### config.mk
export PLATFORM = sky130hd
export DESIGN_NAME = svwb_fifo
export DESIGN_NICKNAME = d
export VERILOG_FILES = /design/src/rtl/core/svwb_pkg.sv /design/src/rtl/core/svwb_fifo.sv
export SDC_FILE = /design/constraint.sdc
export NUM_CORES = 1
export LEC_CHECK = 0
export BUFFER_PORTS_ARGS = -buffer_cell sky130_fd_sc_hd__buf_2
export CAP_MARGIN = 20
export CORE_UTILIZATION = 50
export CTS_CLUSTER_DIAMETER = 50
export DETAILED_ROUTE_END_ITERATION = 6
export PLACE_DENSITY = 0.77
export SLEW_MARGIN = 20
export SYNTH_ARGS = -nofsm -noshare
export SYNTH_HDL_FRONTEND = slang
export SYNTH_SLANG_ARGS = --single-unit
### constraint.sdc
create_clock -name clk -period 22.5 [get_ports clk]
set_input_delay 1.125 -clock clk [delete_from_list [all_inputs] [get_ports clk]]
set_output_delay 1.125 -clock clk [all_outputs]
set_load 0.02 [all_outputs]
### src/rtl/core/svwb_pkg.sv
// shared types, constants and helper functions for the session vwap core
// no dependencies
`timescale 1ns / 1ps

package svwb_pkg;

	localparam logic [1:0] FAULT_NONE  = 2'd0;
	localparam logic [1:0] FAULT_INPUT = 2'd1;
	localparam logic [1:0] FAULT_TIME  = 2'd2;

	localparam logic [7:0] CFG_BAND_WIDTH_1 = 8'd0;
	localparam logic [7:0] CFG_BAND_WIDTH_2 = 8'd1;

	localparam logic [14:0] BAND_MAX       = 15'd25600;
	localparam logic [14:0] BAND_1_RESET   = 15'd256;
	localparam logic [14:0] BAND_2_RESET   = 15'd512;
	localparam logic [26:0] DATE_MAX       = 27'd99991231;
	localparam logic [30:0] DIV100_MAGIC   = 31'd1374389535;
	localparam int          DIV100_SHIFT   = 37;
	localparam int          DIV_STEPS      = 40;
	localparam logic [47:0] ROOT_FIRST_BIT = 48'h4000_0000_0000;

	typedef struct packed {
		logic [15:0] price_open;
		logic [15:0] price_high;
		logic [15:0] price_low;
		logic [15:0] price_close;
		logic [15:0] bar_volume;
		logic [47:0] close_time;
		logic [26:0] trade_date;
	} bar_t;

	typedef struct packed {
		logic [1:0]         fault;
		logic               replaced;
		logic               bands_valid;
		logic [23:0]        vwap_value;
		logic signed [31:0] upper_band_1;
		logic signed [31:0] lower_band_1;
		logic signed [31:0] upper_band_2;
		logic signed [31:0] lower_band_2;
		logic [47:0]        result_time;
	} result_t;

	typedef struct packed {
		logic [1:0]  fault;
		logic        replaced;
		logic [47:0] close_time;
		logic [63:0] spv;
		logic [47:0] sv;
		logic [63:0] ssq;
	} job_t;

	function automatic logic [4:0] month_days(input logic [3:0] m, input logic leap);
		logic [4:0] d;
		case (m)
			4'd2: d = leap ? 5'd29 : 5'd28;
			4'd4, 4'd6, 4'd9, 4'd11: d = 5'd30;
			default: d = 5'd31;
		endcase
		return d;
	endfunction

	function automatic logic signed [31:0] sat32(input logic signed [35:0] v);
		logic signed [31:0] r;
		if (v > 36'sd2147483647)
			r = 32'sh7FFF_FFFF;
		else if (v < -36'sd2147483648)
			r = 32'sh8000_0000;
		else
			r = v[31:0];
		return r;
	endfunction

endpackage

### src/rtl/core/svwb_fifo.sv
// two-entry job queue between the front and back parts
// depends on svwb_pkg
`timescale 1ns / 1ps

module svwb_fifo (
	input  logic           clk,
	input  logic           arst_n,
	input  logic           push_valid,
	output logic           push_ready,
	input  svwb_pkg::job_t push_data,
	output logic           pop_valid,
	input  logic           pop_ready,
	output svwb_pkg::job_t pop_data
);

	svwb_pkg::job_t mem_q [2];
	logic       wr_ptr_q, rd_ptr_q;
	logic [1:0] count_q;
	logic       push, pop;

	assign push_ready = (count_q != 2'd2);
	assign pop_valid  = (count_q != 2'd0);
	assign push       = push_valid && push_ready;
	assign pop        = pop_valid && pop_ready;
	assign pop_data   = mem_q[rd_ptr_q];

	always_ff @(posedge clk) begin
		if (push)
			mem_q[wr_ptr_q] <= push_data;
	end

	always_ff @(posedge clk or negedge arst_n) begin
		if (!arst_n) begin
			wr_ptr_q <= 1'b0;
			rd_ptr_q <= 1'b0;
			count_q  <= 2'd0;
		end else begin
			if (push)
				wr_ptr_q <= ~wr_ptr_q;
			if (pop)
				rd_ptr_q <= ~rd_ptr_q;
			count_q <= count_q + 2'(push) - 2'(pop);
		end
	end

endmodule

==> summary.txt <==
Worst-path clk slew - 60 ps
P&R area growth vs syn - 24.6%
Row count - 66
Crit Path Category - reg -> out
CTS Root Cell - clkbuf_16
Period utilisation layout - 20.4%
P_sw - 924 uW
Syn nets - 956
TritonCTS clock tree - done
Crit-path max FO - 66
Primary FF master, synth - edfxtp_1
Starting density of the core - 51.0%
Num CTS Buffers - 46
Nets - 1447
DIE WIDTH - 185 um
Largest net degree at the start of global routing - 77
Commonest cells post-synth - edfxtp_1, mux2_2, buf_6
Post-CTS Hold Buffers - 0
Startpoint Class - register
Clk sinks - 458
Total routed wirelength - 32900 um
Flop pwr share - 42.9%
Total power - 2.85 mW
Clk buf depth - 3
Synth Cell Area - 16700 sq um
Number of enable flip-flop cells after synthesis - 454
CP Data Arrival Time - 3470 ps
Fill cells - 2298
Worst-margin pin slew - 1030 ps
Peak supply drop - 131 uV
Final hold vios - 0
Data required, critical path - 21380 ps
Detailed Routing Iterations Pass 1 - 4
Dominant cell type by area after synthesis - edfxtp_1
Antenna Nets Post-Route - 0
IO buf count - 459
Core area - 32700 sq um
Resized Gates After CTS - 0
Clock power frac - 25.1%
Total grt overflow - 0
Logic pwr share - 32.0%
Count leader, synth - edfxtp_1
GRT Util Overall - 18.7%
Crit end category - primary output
Clock Skew - 19.1 ps
Vias in the first global route - 8813
Slew Limit Fails - 0
Worst R2R Path Depth - 5
Post-synthesis cell count - 723
Synth async-reset ratio - 0.873%
Min-Delay Path Class - in -> async
Post-Syn Area per Cell - 23.1 sq um
Yosys top cell area share - 81.8%
Setup repair after global routing missed its margin - false
Residual DRC - 0
DR WL/cell - 19.4 um
H-tree levels - 2
Cell Pwr Density - 137 nW/um^2
Register area - 13700 sq um
Largest cells by area after synthesis - edfxtp_1, mux2_2, buf_6
Cell internal pwr - 1.93 mW
Fmax - 217 MHz
Total negative slack - 0 ps
Vias per std cell - 5.02
Die area - 34100 sq um
Multi-input gate area - 2660 sq um
Global-route wire length before repair - 47500 um
Status - complete, no violations
Skew-Pair Late Insertion Delay - 550 ps
Seq/Total Area, Yosys - 82.4%
Initial antenna violation count - 8
R2R setup slack - 19010 ps
Switching Fraction - 32.4%
# Max-Cap Violations - 0
Post-layout minimum cycle time - 4600 ps
Share of post-route cells with drive strength above 1 - 60.9%
GPL Wtd Cong - 0.758
I/O pins - 460
Slew headroom - 31.5%
Leakage - 7.75 nW
DPL Wire Length - 21900 um
Final setup vio count - 0
Die H - 185 um
Distinct cells, synth - 15
Setup repair bufs after CTS - 0
FF+latch count, synth - 458
First DRT Iteration DRCs - 408
Hold slack - 365 ps
Via count - 8504
Synth warnings - 0
cells in the final DEF, fill, tap and decap left out:
cell        count
diode_2         4
buf_4           9
dfrtp_1         3
buf_2         459
or2_2           1
nand2_1         1
clkinv_2        6
ha_1            2
clkbuf_16      49
clkinvlp_4      2
xnor2_1         3
inv_1           1
nor2_4          1
clkbuf_1        9
and2_2          1
or2b_1          1
xor2_1          1
inv_6           2
bufinv_16       2
and3_4          1
clkinv_1       13
dfrtp_4         1
mux2_2        227
edfxtp_1      454
state kept, by name, summed over array words and instances (netlist names):
name / cells
count_q: 2
mem_q: 454
wr_ptr_q: 1
rd_ptr_q: 1
logic make-up (layout without fill, tap and decap cells):
kind of cell / count (synthesis) / in the layout / synth area share, %
xor gates and xnor gates: 4 / 4 / 0.210
adders and majority gates: 2 / 2 / 0.150
buffers and inverters: 26 / 552 / 1.69
DFF: 458 / 458 / 82.4
muxes: 227 / 227 / 15.3
other: 0 / 4 / 0
and+or+nand+nor: 6 / 6 / 0.210
stage by stage:
step                      util, %  cell area, sq um  setup slack (ps)  cells
after floorplan                 -             16700             11050    723
after global placement       59.1             19300             18380   1608
after detailed placement     59.1             19300             18390   1608
after CTS                    63.5             20800             17870   1691
after global routing         63.5             20800             17710   1694
final                        63.5             20800             17900   1695
worst paths after layout:
check,startpoint,endpoint
setup / recovery,rd_ptr_q$_DFFE_PN0P_,pop_data[143]
hold / removal,arst_n,count_q[1]$_DFF_PN0_
setup reg to reg,count_q[1]$_DFF_PN0_,mem_q[0][141]$_DFFE_PP_
hold reg to reg,count_q[0]$_DFF_PN0_,count_q[0]$_DFF_PN0_
max in group asynchronous,arst_n,rd_ptr_q$_DFFE_PN0P_
min in group clk,count_q[0]$_DFF_PN0_,count_q[0]$_DFF_PN0_
layer usage:
metal  GRT usage (%)  part of all wire, %  up-vias
met5               0                 0.15        -
met4            7.17                  2.3        8
met3            7.47                   11       63
met2            33.1                   52      376
met1            19.9                   35     4179
li1                -                    -     3878
layout make-up:
class,count,share of cell area (%)
diodes,4,0.0482
clock buffers,58,6.07
clock inverters,25,0.826
inverters,1,0.0181
multi-input cells,239,12.8
flip-flops and latches,458,66.2
well taps,442,2.66
repair buffers,468,11.4
power groups by stage:
stage	Sequential (mW)	Clock, mW	Combinational, mW
floorplan	1.28	0	0.673
global placement	1.23	0	0.914
detailed placement	1.24	0	0.917
CTS	1.23	0.733	0.923
global route	1.24	0.763	0.968
finish	1.22	0.717	0.912
critical path, cell delays in order (launching register included):
cell	delay (ps)
dfrtp_4	840
buf_4	610
buf_4	770
mux2_2	450
buf_2	170
Power figures use the tool's default switching activity.
